`config.mk`:
```
export PLATFORM = sky130hd
export DESIGN_NAME = matrix_keypad_debouncer
export DESIGN_NICKNAME = d
export VERILOG_FILES = /design/src/mkd_pkg.sv /design/src/matrix_keypad_debouncer.sv /design/src/mkd_key_lane.sv /design/src/mkd_merge.sv
export VERILOG_INCLUDE_DIRS = /design/src /design/src/src
export SDC_FILE = /design/constraint.sdc
export NUM_CORES = 1
export LEC_CHECK = 0
export BUFFER_PORTS_ARGS = -buffer_cell sky130_fd_sc_hd__buf_4
export CAP_MARGIN = 20
export CORE_UTILIZATION = 30
export DETAILED_ROUTE_END_ITERATION = 8
export GPL_ROUTABILITY_DRIVEN = 0
export HOLD_SLACK_MARGIN = 0.02
export PLACE_DENSITY = 0.56
export SLEW_MARGIN = 20
export SYNTH_ARGS = -nofsm -noshare
export SYNTH_HDL_FRONTEND = slang
export SYNTH_SLANG_ARGS = --single-unit
```
`constraint.sdc`:
```
create_clock -name clk -period 7.9 [get_ports clk]
set_input_delay 1.185 -clock clk [delete_from_list [all_inputs] [get_ports clk]]
set_output_delay 1.185 -clock clk [all_outputs]
set_load 0.02 [all_outputs]
```
`src/matrix_keypad_debouncer_macros.svh`:
```
// Assertion macros shared by the keypad debouncer RTL
`ifndef MATRIX_KEYPAD_DEBOUNCER_MACROS_SVH
`define MATRIX_KEYPAD_DEBOUNCER_MACROS_SVH

// same-cycle implication, checked outside reset
`define MKD_ASSERT_NOW(label, ante, cons, msg) \
  label: assert property (@(posedge clk) disable iff (rst) (ante) |-> (cons)) \
    else $error(msg);

// next-cycle implication, checked outside reset
`define MKD_ASSERT_NEXT(label, ante, cons, msg) \
  label: assert property (@(posedge clk) disable iff (rst) (ante) |=> (cons)) \
    else $error(msg);

`endif

```
`src/mkd_pkg.sv`:
```
// Types and constants for the matrix keypad debouncer
package mkd_pkg;

  localparam int NUM_ROWS     = 3;
  localparam int NUM_COLS     = 3;
  localparam int NUM_KEYS     = NUM_ROWS * NUM_COLS;
  localparam int ROW_W        = 2;
  localparam int COL_W        = 3;
  localparam int TIME_W       = 32;
  localparam int SW_W         = 4;
  localparam int KEY_W        = 9;
  localparam int DEB_W        = 16;
  localparam int APB_DATA_W   = 32;
  localparam int APB_ADDR_W   = 3;

  localparam logic [DEB_W-1:0] DEBOUNCE_RESET = 16'd10;

  // word index of the configuration registers (paddr[2])
  typedef enum logic {
    REG_DEBOUNCE = 1'b0
  } reg_index_t;

  typedef struct packed {
    logic [ROW_W-1:0]  row_index;
    logic [COL_W-1:0]  col_levels;
    logic [TIME_W-1:0] now_ms;
    logic [SW_W-1:0]   switch_levels;
  } sample_word_t;

  typedef struct packed {
    logic [KEY_W-1:0] key_matrix;
    logic [SW_W-1:0]  switch_state;
    logic             scan_complete;
  } report_word_t;

  // per-key lane control
  typedef struct packed {
    logic hit;
    logic pressed;
  } lane_ctl_t;

  // merge stage control
  typedef struct packed {
    logic accept;
    logic last;
  } merge_ctl_t;

endpackage

```
`src/matrix_keypad_debouncer.sv`:
```
// Top level: matrix keypad scanner with per-key debounce and switch block
//
//   channel  | handshake                      | word
//   ---------+--------------------------------+----------------------------
//   sample   | sample_valid / sample_stall    | sample (sample_word_t)
//   report   | report_valid / report_stall    | report (report_word_t)
//   config   | psel penable pwrite pready     | paddr, pwdata, prdata
//
// One word per cycle in while sample_stall is low, one word out; each result
// is registered in report, or in the skid register while report is stalled.
// All key lanes evaluate in parallel with 32-bit elapsed-time subtract/compare.
// Synchronous reset clears all key state, the switch register and the
// output buffer; debounce_ms returns to 10.
// A stalled report is held and the next one parks in a skid register;
// sample_stall rises only when both are full.
module matrix_keypad_debouncer
  import mkd_pkg::*;
(
  input  logic                  clk,
  input  logic                  rst,
  input  logic                  sample_valid,
  output logic                  sample_stall,
  input  sample_word_t          sample,
  output logic                  report_valid,
  input  logic                  report_stall,
  output report_word_t          report,
  input  logic                  psel,
  input  logic                  penable,
  input  logic                  pwrite,
  input  logic [APB_ADDR_W-1:0] paddr,
  input  logic [APB_DATA_W-1:0] pwdata,
  output logic [APB_DATA_W-1:0] prdata,
  output logic                  pready
);

`include "matrix_keypad_debouncer_macros.svh"

  logic [DEB_W-1:0]    debounce_ms;
  logic                accept;
  logic [NUM_KEYS-1:0] keys_next;
  merge_ctl_t          mctl;
  reg_index_t          reg_sel;

  assign pready  = 1'b1;
  assign reg_sel = reg_index_t'(paddr[2]);
  assign prdata  = (reg_sel == REG_DEBOUNCE)
                   ? {{(APB_DATA_W-DEB_W){1'b0}}, debounce_ms} : '0;

  always_ff @(posedge clk) begin
    if (rst) begin
      debounce_ms <= DEBOUNCE_RESET;
    end else if (psel && penable && pwrite && pready && reg_sel == REG_DEBOUNCE) begin
      debounce_ms <= pwdata[DEB_W-1:0];
    end
  end

  assign accept      = sample_valid && !sample_stall;
  assign mctl.accept = accept;
  assign mctl.last   = accept && (int'(sample.row_index) == NUM_ROWS - 1);

  for (genvar k = 0; k < NUM_KEYS; k++) begin : g_lane
    localparam int LROW = k / NUM_COLS;
    localparam int LCOL = k % NUM_COLS;
    lane_ctl_t lctl;

    assign lctl.hit = accept && (int'(sample.row_index) == LROW);
    if (LCOL < COL_W) begin : g_col
      assign lctl.pressed = ~sample.col_levels[LCOL];
    end else begin : g_nocol
      assign lctl.pressed = 1'b1;
    end

    mkd_key_lane u_lane (
      .clk         (clk),
      .rst         (rst),
      .ctl         (lctl),
      .now_ms      (sample.now_ms),
      .debounce_ms (debounce_ms),
      .key_next    (keys_next[k])
    );
  end

  mkd_merge u_merge (
    .clk           (clk),
    .rst           (rst),
    .ctl           (mctl),
    .keys_next     (keys_next),
    .switch_levels (sample.switch_levels),
    .report_stall  (report_stall),
    .report_valid  (report_valid),
    .report        (report),
    .sample_stall  (sample_stall)
  );

  `MKD_ASSERT_NOW(a_stall_only_when_full, sample_stall, report_valid,
    "input stalled while output register is empty")
  `MKD_ASSERT_NEXT(a_scan_flag, accept && !report_valid,
    report_valid && (report.scan_complete == $past(mctl.last)),
    "scan_complete does not follow the accepted row")
  `MKD_ASSERT_NOW(a_mid_rule, report_valid && (report.switch_state[1] != report.switch_state[3]),
    !report.switch_state[2], "mid set while up and down differ")

endmodule

```
`src/mkd_key_lane.sv`:
```
// One key: change stamp, last seen level and debounced level
module mkd_key_lane
  import mkd_pkg::*;
(
  input  logic              clk,
  input  logic              rst,
  input  lane_ctl_t         ctl,
  input  logic [TIME_W-1:0] now_ms,
  input  logic [DEB_W-1:0]  debounce_ms,
  output logic              key_next
);

  logic              seen;
  logic [TIME_W-1:0] stamp;
  logic              debounced;

  logic              changed;
  logic [TIME_W-1:0] elapsed;
  logic              settled;

  assign changed = ctl.pressed != seen;
  assign elapsed = now_ms - stamp;
  assign settled = elapsed > {{(TIME_W-DEB_W){1'b0}}, debounce_ms};

  // a fresh change restarts the stamp and keeps the debounced level this time
  assign key_next = (ctl.hit && !changed && settled) ? ctl.pressed : debounced;

  always_ff @(posedge clk) begin
    if (rst) begin
      seen      <= 1'b0;
      stamp     <= '0;
      debounced <= 1'b0;
    end else if (ctl.hit) begin
      if (changed) begin
        seen  <= ctl.pressed;
        stamp <= now_ms;
      end
      debounced <= key_next;
    end
  end

endmodule

```
`src/mkd_merge.sv`:
```
// Merges lane bits and switch pins into the report word; output skid buffer
module mkd_merge
  import mkd_pkg::*;
(
  input  logic                clk,
  input  logic                rst,
  input  merge_ctl_t          ctl,
  input  logic [NUM_KEYS-1:0] keys_next,
  input  logic [SW_W-1:0]     switch_levels,
  input  logic                report_stall,
  output logic                report_valid,
  output report_word_t        report,
  output logic                sample_stall
);

  logic [SW_W-1:0] switch_reg;
  logic [SW_W-1:0] switch_next;
  logic [SW_W-1:0] switch_proc;
  report_word_t    word_next;
  report_word_t    skid;
  logic            skid_valid;
  logic            take;

  always_comb begin
    logic en, up, mid, dn;
    en  = switch_levels[0];
    up  = ~switch_levels[1];
    mid = ~switch_levels[2];
    dn  = ~switch_levels[3];
    if (up != dn) begin
      mid = 1'b0;
    end
    switch_proc = {dn, mid, up, en};
  end

  assign switch_next = (ctl.accept && ctl.last) ? switch_proc : switch_reg;

  always_comb begin
    word_next = '0;
    for (int i = 0; i < KEY_W; i++) begin
      if (i < NUM_KEYS) begin
        word_next.key_matrix[i] = keys_next[i];
      end
    end
    word_next.switch_state  = switch_next;
    word_next.scan_complete = ctl.last;
  end

  assign take         = report_valid && !report_stall;
  assign sample_stall = skid_valid;

  always_ff @(posedge clk) begin
    if (rst) begin
      switch_reg   <= '0;
      report_valid <= 1'b0;
      skid_valid   <= 1'b0;
    end else begin
      switch_reg <= switch_next;
      if (skid_valid) begin
        if (take) begin
          report     <= skid;
          skid_valid <= 1'b0;
        end
      end else if (ctl.accept) begin
        if (!report_valid || take) begin
          report       <= word_next;
          report_valid <= 1'b1;
        end else begin
          skid       <= word_next;
          skid_valid <= 1'b1;
        end
      end else if (take) begin
        report_valid <= 1'b0;
      end
    end
  end

endmodule
```
==> flow_metrics.py, run 1 <==
metrics = {
    "clock_tree": {
        "cts_hold_buf": 0,
        "clock_pin_slew_on_the_worst_setup_and_hold_paths_ns": 0.06,
        "clockRootBuffer": "sky130_fd_sc_hd__clkbuf_16",
        "cts_repair_resize_count": 0,
        "post-cts-setup-buffer-count": 0,
        "insertion_delay_of_the_later_clocked_pin_in_the_worst_skew_pair_ns": 0.63,
        "cts_buffer_depth": 3,
        "cts_max_level": 2,
        "cts-buffers-inserted": 46,
        "tritoncts": "yes",
        "clock-sinks": 356,
    },
    "outcome": {
        "status": "completed",
    },
    "global_route": {
        "globalRouteOverflowTotal": 0,
        "grt_pass1_wl_um": 175700,
        "pin_count_of_the_biggest_net_entering_global_routing": 100,
        "first_global_vias": 30970,
        "grt_antenna_before_repair": 1,
        "globalRouteTotalUtil_pct": 19.54,
    },
    "power": {
        "p_leak_nw": 13.67,
        "p_per_area_nw_per_um2": 157.3,
        "power.ir.vdd_worst_mv": 0.1561,
    },
    "critical_path": {
        "kind_of_start_point_of_the_critical_path": "primary input",
        "critical_path.cell_chain": "buf_4 -> buf_4 -> ha_1 -> nor2b_1 -> o31a_1 -> o41a_1 -> o22a_1 -> a31oi_1 -> o21bai_1 -> a21oi_1 -> xnor2_1 -> ha_1 -> nand4_1 -> nor4_1 -> o211ai_1 -> a2111oi_2 -> nand4_1 -> nor4_1 -> buf_4 -> mux2_2 -> nand2_1 -> mux2_2",
        "critical_path_arrival_ns": 7.00,
        "cp_slowest_stage_delay_ns": 0.76,
        "crit_slowest_cell": "sky130_fd_sc_hd__nor4_1",
        "crit_top_cell": "sky130_fd_sc_hd__buf_4",
        "end_kind": "flip-flop",
        "crit_type": "in -> reg",
        "critPathRequiredTime_ns": 8.27,
        "critPathMaxFanout": 17,
    },
    "timing": {
        "final-hold-violation-count": 0,
        "maxClockFrequency_mhz": 150.8,
        "final.setup.tns_ns": 0,
        "max_slew.worst_pin.slew_ns": 0.9911,
        "fin_worst_skew_ns": 0.03007,
        "post-route-min-period_ns": 6.633,
        "min_period_over_period_pct": 83.97,
        "maxSlewViolCount": 0,
        "slew-limit-headroom_pct": 33.86,
        "rsz0062_at_grt": "no",
        "setup_viol_count_final": 0,
    },
    "drt": {
        "antenna_violating_nets_post_route": 0,
        "finalWirelength_um": 113300,
        "wire_per_inst_um": 18.38,
        "drt_drc_violations_left": 0,
        "drt_iter0_drc": 2094,
        "dr_total_vias": 32920,
        "vias_per_cell": 5.340,
        "detailedRoute.firstPassIterationCount": 6,
    },
    "synth": {
        "netlist_cell_types": 93,
        "synth_flop_cell": "sky130_fd_sc_hd__dfxtp_1",
        "synth.top_cells.by_count": "sky130_fd_sc_hd__nand2_1, sky130_fd_sc_hd__a21oi_1, sky130_fd_sc_hd__ha_1",
        "asyncSetResetFlopFracSynth_pct": 0,
        "synthesis.instances": 4678,
        "average_instance_area_after_synthesis_um2": 7.179,
        "synth_seq_cells": 356,
        "synth_top_cells_by_area": "sky130_fd_sc_hd__dfxtp_1, sky130_fd_sc_hd__ha_1, sky130_fd_sc_hd__nand2_1",
        "post_synthesis_sequential_area_ratio_pct": 22.06,
        "synth_edf_count": 28,
        "yosysWarnings": 0,
        "synthDominantCellAreaShare_pct": 19.55,
        "syn-cell-area_um2": 33580,
        "synth_largest_area_cell": "sky130_fd_sc_hd__dfxtp_1",
        "yosys.cell_count.top_type": "sky130_fd_sc_hd__nand2_1",
    },
    "placed_design": {
        "dpl.cell_count": 6080,
        "place.detailed.hpwl_um": 79730,
        "port_buffers": 96,
    },
    "layout": {
        "largest_registers": "g_lane.u_lane.stamp (288), debounce_ms (16)",
        "largest_register_ffs": 288,
        "register_with_the_highest_flop_count": "g_lane.u_lane.stamp",
        "final-instance-count-excl-fill": 6164,
        "layout-drive-gt1-share_pct": 6.266,
        "design.final.nets": 5155,
        "area_growth_pct": 10.75,
        "num_antenna_cells": 0,
    },
    "die": {
        "die_h_um": 336.6,
        "width_of_the_die_um": 336.6,
        "floorplan.initialDensity_pct": 30.30,
        "die_area_um2": 113300,
        "rows": 122,
        "io_pins": 132,
        "core_area_um2": 110800,
    },
    "flow_run": {
        "cap_viol_max_count": 0,
    },
    "min_path": {
        "type_of_the_most_critical_hold_path": "reg -> reg",
    },
}
-- layout by cell type (no fill, tap or decap), drive strengths merged, types with 37 or more instances in the layout --
cell type	synthesis	final
nor3	68	68
buf	28	155
dfxtp	328	328
ha	423	423
xnor2	118	118
nor2b	54	54
a31oi	42	42
a211oi	46	46
o21a	65	65
mux2i	37	37
a21o	114	114
o211ai	45	45
nand2	877	877
o21ai	189	189
nand4	91	91
inv	364	365
nor2	228	228
a21oi	644	644
clkbuf	228	58
xor2	76	76
nand3	91	91
-- power breakdown --
group	internal (mW)	switching, mW
clock network	1.28	0.926
logic	0.672	1.09
registers	1.86	0.0244
-- metrics by stage --
step	hold WS, ns	area (um^2)	utilization (%)	worst slack (ns)	total power [mW]
floorplan	0.4363	33640	-	1.465	3.196
global placement	0.4415	35640	32.16	0.5963	3.649
detailed placement	0.4467	35650	32.16	0.6254	3.663
CTS	0.4544	37190	33.56	1.282	5.891
global route	0.4666	37190	33.56	0.8158	6.172
finish	0.4516	37190	33.56	1.267	5.852
-- worst max-delay path: cells and delay by family --
kind	cells	cell delay, ns
muxes	2	0.42
and+or+nand+nor	6	1.75
xor gates and xnor gates	1	0.09
adders and majority gates	2	0.58
buffers and inverters	3	0.67
AOI/OAI and AO/OA	8	2.25
-- kinds of logic (layout without fill, tap and decap cells) --
logic type                 after synthesis  count (layout)  share of synthesized area (%)
AOI/OAI and AO/OA                     1396            1396                          25.97
xor gates and xnor gates               194             194                          5.059
adders and majority gates              432             432                          16.30
buffers and inverters                  620             603                          7.194
DFF                                    356             356                          22.06
muxes                                   51              51                          1.572
other                                    2              17                        0.02236
and+or+nand+nor                       1627            1627                          21.83
-- metal layers --
| metal | wire (um) | vias to the layer above | global-route usage (%) |
|---|---|---|---|
| met3 | 4815 | 190 | 1.909 |
| met4 | 4372 | 0 | 7.079 |
| li1 | - | 16440 | - |
| met2 | 51820 | 778 | 32.98 |
| met1 | 52290 | 15510 | 25.68 |
| met5 | 0 | - | 0 |
-- final cells by class --
cell class,instances,area [um^2]
multi-input combinational,3717,23840
fill,11980,73630
tap,1488,1862
timing repair buffer,155,1171
clock inverter,26,270.3
inverter,364,1366
sequential,356,7407
clock buffer,58,1276
-- path summary, 6_finish.rpt --
path / slack [ns] / endpoint / cells past startpoint / startpoint
max: 1.27 / u_merge.report[6] / 22 / sample[5]
min: 0.45 / g_lane[3].u_lane.stamp[28] / 2 / g_lane[3].u_lane.stamp[28]
max reg2reg: 1.57 / u_merge.skid[7] / 26 / g_lane[2].u_lane.stamp[1]
min reg2reg: 0.45 / g_lane[3].u_lane.stamp[28] / 2 / g_lane[3].u_lane.stamp[28]
(Power assumes the default switching activity.)
==> run 2: changes to the inputs <==
--- a/config.mk
+++ b/config.mk
@@ -6,13 +6,14 @@
 export SDC_FILE = /design/constraint.sdc
 export NUM_CORES = 1
 export LEC_CHECK = 0
+export ABC_AREA = 1
 export BUFFER_PORTS_ARGS = -buffer_cell sky130_fd_sc_hd__buf_4
 export CAP_MARGIN = 20
 export CORE_UTILIZATION = 30
 export DETAILED_ROUTE_END_ITERATION = 8
 export GPL_ROUTABILITY_DRIVEN = 0
 export HOLD_SLACK_MARGIN = 0.02
-export PLACE_DENSITY = 0.56
+export PLACE_DENSITY = 0.57
 export SLEW_MARGIN = 20
 export SYNTH_ARGS = -nofsm -noshare
 export SYNTH_HDL_FRONTEND = slang
==> constraint.sdc (replaced) <==
create_clock -name clk -period 5.5 [get_ports clk]
set_input_delay 0.825 -clock clk [delete_from_list [all_inputs] [get_ports clk]]
set_output_delay 0.825 -clock clk [all_outputs]
set_load 0.02 [all_outputs]
==> flow_metrics.py, run 2 <==
metrics = {
    "outcome": {
        "status": "completed",
    },
    "clock_tree": {
        "cts_max_level": 2,
        "cts_repair_resize_count": 0,
        "clockRootBuffer": "sky130_fd_sc_hd__clkbuf_16",
        "insertion_delay_of_the_later_clocked_pin_in_the_worst_skew_pair_ns": 0.65,
        "post-cts-setup-buffer-count": 0,
        "clock_pin_slew_on_the_worst_setup_and_hold_paths_ns": 0.06,
        "cts_buffer_depth": 3,
        "tritoncts": "yes",
        "clock-sinks": 356,
        "cts-buffers-inserted": 49,
        "cts_hold_buf": 0,
    },
    "timing": {
        "slew-limit-headroom_pct": 30.75,
        "fin_worst_skew_ns": 0.02525,
        "final.setup.tns_ns": 0,
        "maxSlewViolCount": 0,
        "post-route-min-period_ns": 4.288,
        "max_slew.worst_pin.slew_ns": 1.038,
        "postLayoutSetupSlackWorst_ns": 1.213,
        "maxClockFrequency_mhz": 233.2,
        "setup_viol_count_final": 0,
        "rsz0062_at_grt": "no",
        "min_period_over_period_pct": 77.95,
        "final-hold-violation-count": 0,
    },
    "layout": {
        "layout-drive-gt1-share_pct": 5.158,
        "largest_registers": "g_lane.u_lane.stamp (288), debounce_ms (16)",
        "most-common-layout-cells": "sky130_fd_sc_hd__nand2_1, sky130_fd_sc_hd__inv_1, sky130_fd_sc_hd__a21oi_1",
        "register_with_the_highest_flop_count": "g_lane.u_lane.stamp",
        "area_growth_pct": 11.55,
        "layout.cells.most_common": "sky130_fd_sc_hd__nand2_1",
        "final-instance-count-excl-fill": 8710,
        "fill_cells": 14330,
        "design.final.nets": 7456,
        "final_core_utilization_pct": 33.82,
        "largest_register_ffs": 288,
    },
    "drt": {
        "wire_per_inst_um": 15.13,
        "top_layer_used": "met4",
        "vias_per_cell": 4.578,
        "drt_iter0_drc": 2786,
        "met3WireLength_um": 6658,
        "dr_total_vias": 39880,
        "antenna_violating_nets_post_route": 0,
        "detailedRoute.firstPassIterationCount": 8,
        "routed_length_on_met2_um": 58460,
        "drt_drc_violations_left": 0,
        "m1WireLength_um": 63230,
        "finalWirelength_um": 131800,
    },
    "critical_path": {
        "critical_path_arrival_ns": 4.66,
        "cp_slowest_stage_delay_ns": 0.67,
        "kind_of_start_point_of_the_critical_path": "primary input",
        "critical_path.startpoint": "sample[5]",
        "crit_slowest_cell": "sky130_fd_sc_hd__inv_1",
        "worstReg2RegStart": "g_lane[5].u_lane.stamp[0]",
        "end_kind": "flip-flop",
        "r2r_cells": 24,
        "critPathRequiredTime_ns": 5.88,
        "critPathMaxFanout": 7,
        "crit_type": "in -> reg",
    },
    "synth": {
        "synth_flop_cell": "sky130_fd_sc_hd__dfxtp_1",
        "post_synthesis_sequential_area_ratio_pct": 19.09,
        "synth_largest_area_cell": "sky130_fd_sc_hd__nand2_1",
        "yosysWarnings": 0,
        "synthDominantCellAreaShare_pct": 22.72,
        "netlist_cell_types": 38,
        "syn-cell-area_um2": 38810,
        "yosys.cell_count.top_type": "sky130_fd_sc_hd__nand2_1",
        "synth.top_cells.by_count": "sky130_fd_sc_hd__nand2_1, sky130_fd_sc_hd__inv_1, sky130_fd_sc_hd__a21oi_1",
        "synthesis.instances": 6859,
        "average_instance_area_after_synthesis_um2": 5.658,
        "synth_edf_count": 28,
        "asyncSetResetFlopFracSynth_pct": 0,
        "synth_seq_cells": 356,
        "synth_top_cells_by_area": "sky130_fd_sc_hd__nand2_1, sky130_fd_sc_hd__dfxtp_1, sky130_fd_sc_hd__inv_1",
    },
    "placed_design": {
        "detailedPlace.worstSlack_ns": 0.5147,
        "port_buffers": 96,
        "dpl.cell_count": 8619,
        "place.detailed.hpwl_um": 101400,
    },
    "power": {
        "net-switching-power_mw": 3.724,
        "power.ir.vdd_worst_mv": 0.2055,
        "clkPwrFrac_pct": 35.0,
        "seqPwrFrac_pct": 28.5,
        "internal-power_mw": 5.954,
        "combinationalPowerShare_pct": 36.5,
        "power.total_mw": 9.678,
        "p_per_area_nw_per_um2": 223.6,
        "p_sw_share_pct": 38.48,
        "p_leak_nw": 23.73,
    },
    "die": {
        "rows": 131,
        "width_of_the_die_um": 361.7,
        "io_pins": 132,
        "floorplan.initialDensity_pct": 30.31,
        "core_area_um2": 128000,
        "die_h_um": 361.7,
        "die_area_um2": 130800,
    },
    "global_route": {
        "pin_count_of_the_biggest_net_entering_global_routing": 190,
        "first_global_vias": 36460,
        "grt_pass1_wl_um": 203400,
        "globalRouteOverflowTotal": 0,
        "grt_antenna_before_repair": 15,
        "globalRouteTotalUtil_pct": 19.81,
    },
    "min_path": {
        "worst_hold_startpoint": "pwdata[3]",
        "whs_path_depth": 3,
        "type_of_the_most_critical_hold_path": "in -> reg",
    },
    "flow_run": {
        "cap_viol_max_count": 0,
    },
}
run 2: cell count changes in the layout (fill, tap and decap cells not counted), sizes merged, moves of 46 or more:
cell / change
o21a: -62
nand2: +1518
a21oi: -121
inv: +1116
nand3: +218
a21o: -108
xnor2: -92
nor2: +305
nor2b: -54
a211oi: -46
o21ai: +159
run 2: routing by layer:
metal | vias to the layer above | track usage [%]
met4 | 0 | 5.076
li1 | 21200 | -
met1 | 17710 | 27.05
met3 | 155 | 2.020
met2 | 810 | 33.06
met5 | - | 0
run 2: cell type report:
| class | instances | area, um^2 | share of cell area [%] |
|---|---|---|---|
| multi-input cells | 4917 | 25420 | 58.72 |
| flip-flops and latches | 356 | 7407 | 17.11 |
| inverters | 1481 | 5567 | 12.86 |
| well taps | 1729 | 2163 | 4.998 |
| clock buffers | 64 | 1363 | 3.148 |
| repair buffers | 136 | 1046 | 2.416 |
| clock inverters | 25 | 320.3 | 0.7399 |
| diodes | 2 | 5.005 | 0.01156 |
run 2: final timing paths:
kind,to,slack (ns)
worst max-delay path,u_merge.report[10],1.21
worst min-delay path,debounce_ms[3],0.40
worst max register to register,u_merge.report[10],1.63
worst min register to register,g_lane[2].u_lane.stamp[21],0.45
run 2: cell families after synthesis:
group,Yosys count,synth area share [%]
buffers and inverters,1601,15.67
adder cells (fa/ha/maj),432,14.10
other,2,0.01935
flip-flops,356,19.09
AND/OR/NAND/NOR,3427,36.13
XOR/XNOR,145,3.273
AO/OA/AOI/OAI,896,11.72
run 2: power groups by stage:
| stage | Clock [mW] | Combinational, mW | Sequential [mW] |
|---|---|---|---|
| 6_report | 3.39 | 3.54 | 2.75 |
| 5_1_grt | 3.56 | 4.05 | 2.76 |
| 4_1_cts | 3.48 | 3.52 | 2.76 |
| 3_5_place_dp | 0 | 3.50 | 2.81 |
| 3_3_place_gp | 0 | 3.46 | 2.81 |
| 2_1_floorplan | 0 | 2.55 | 2.81 |
run 2: worst max-delay path: cells and delay by family:
family	cells	cell delay (ns)
and+or+nand+nor	19	2.09
buffers and inverters	3	0.88
adders and majority gates	2	0.63
xor gates and xnor gates	1	0.19
run 2: metrics by stage:
stage	hold slack (ns)	cell area, um^2
2_1_floorplan	0.4331	38860
3_3_place_gp	0.4428	41580
3_5_place_dp	0.4499	41580
4_1_cts	0.3563	43270
5_1_grt	0.3898	43290
6_report	0.3951	43290
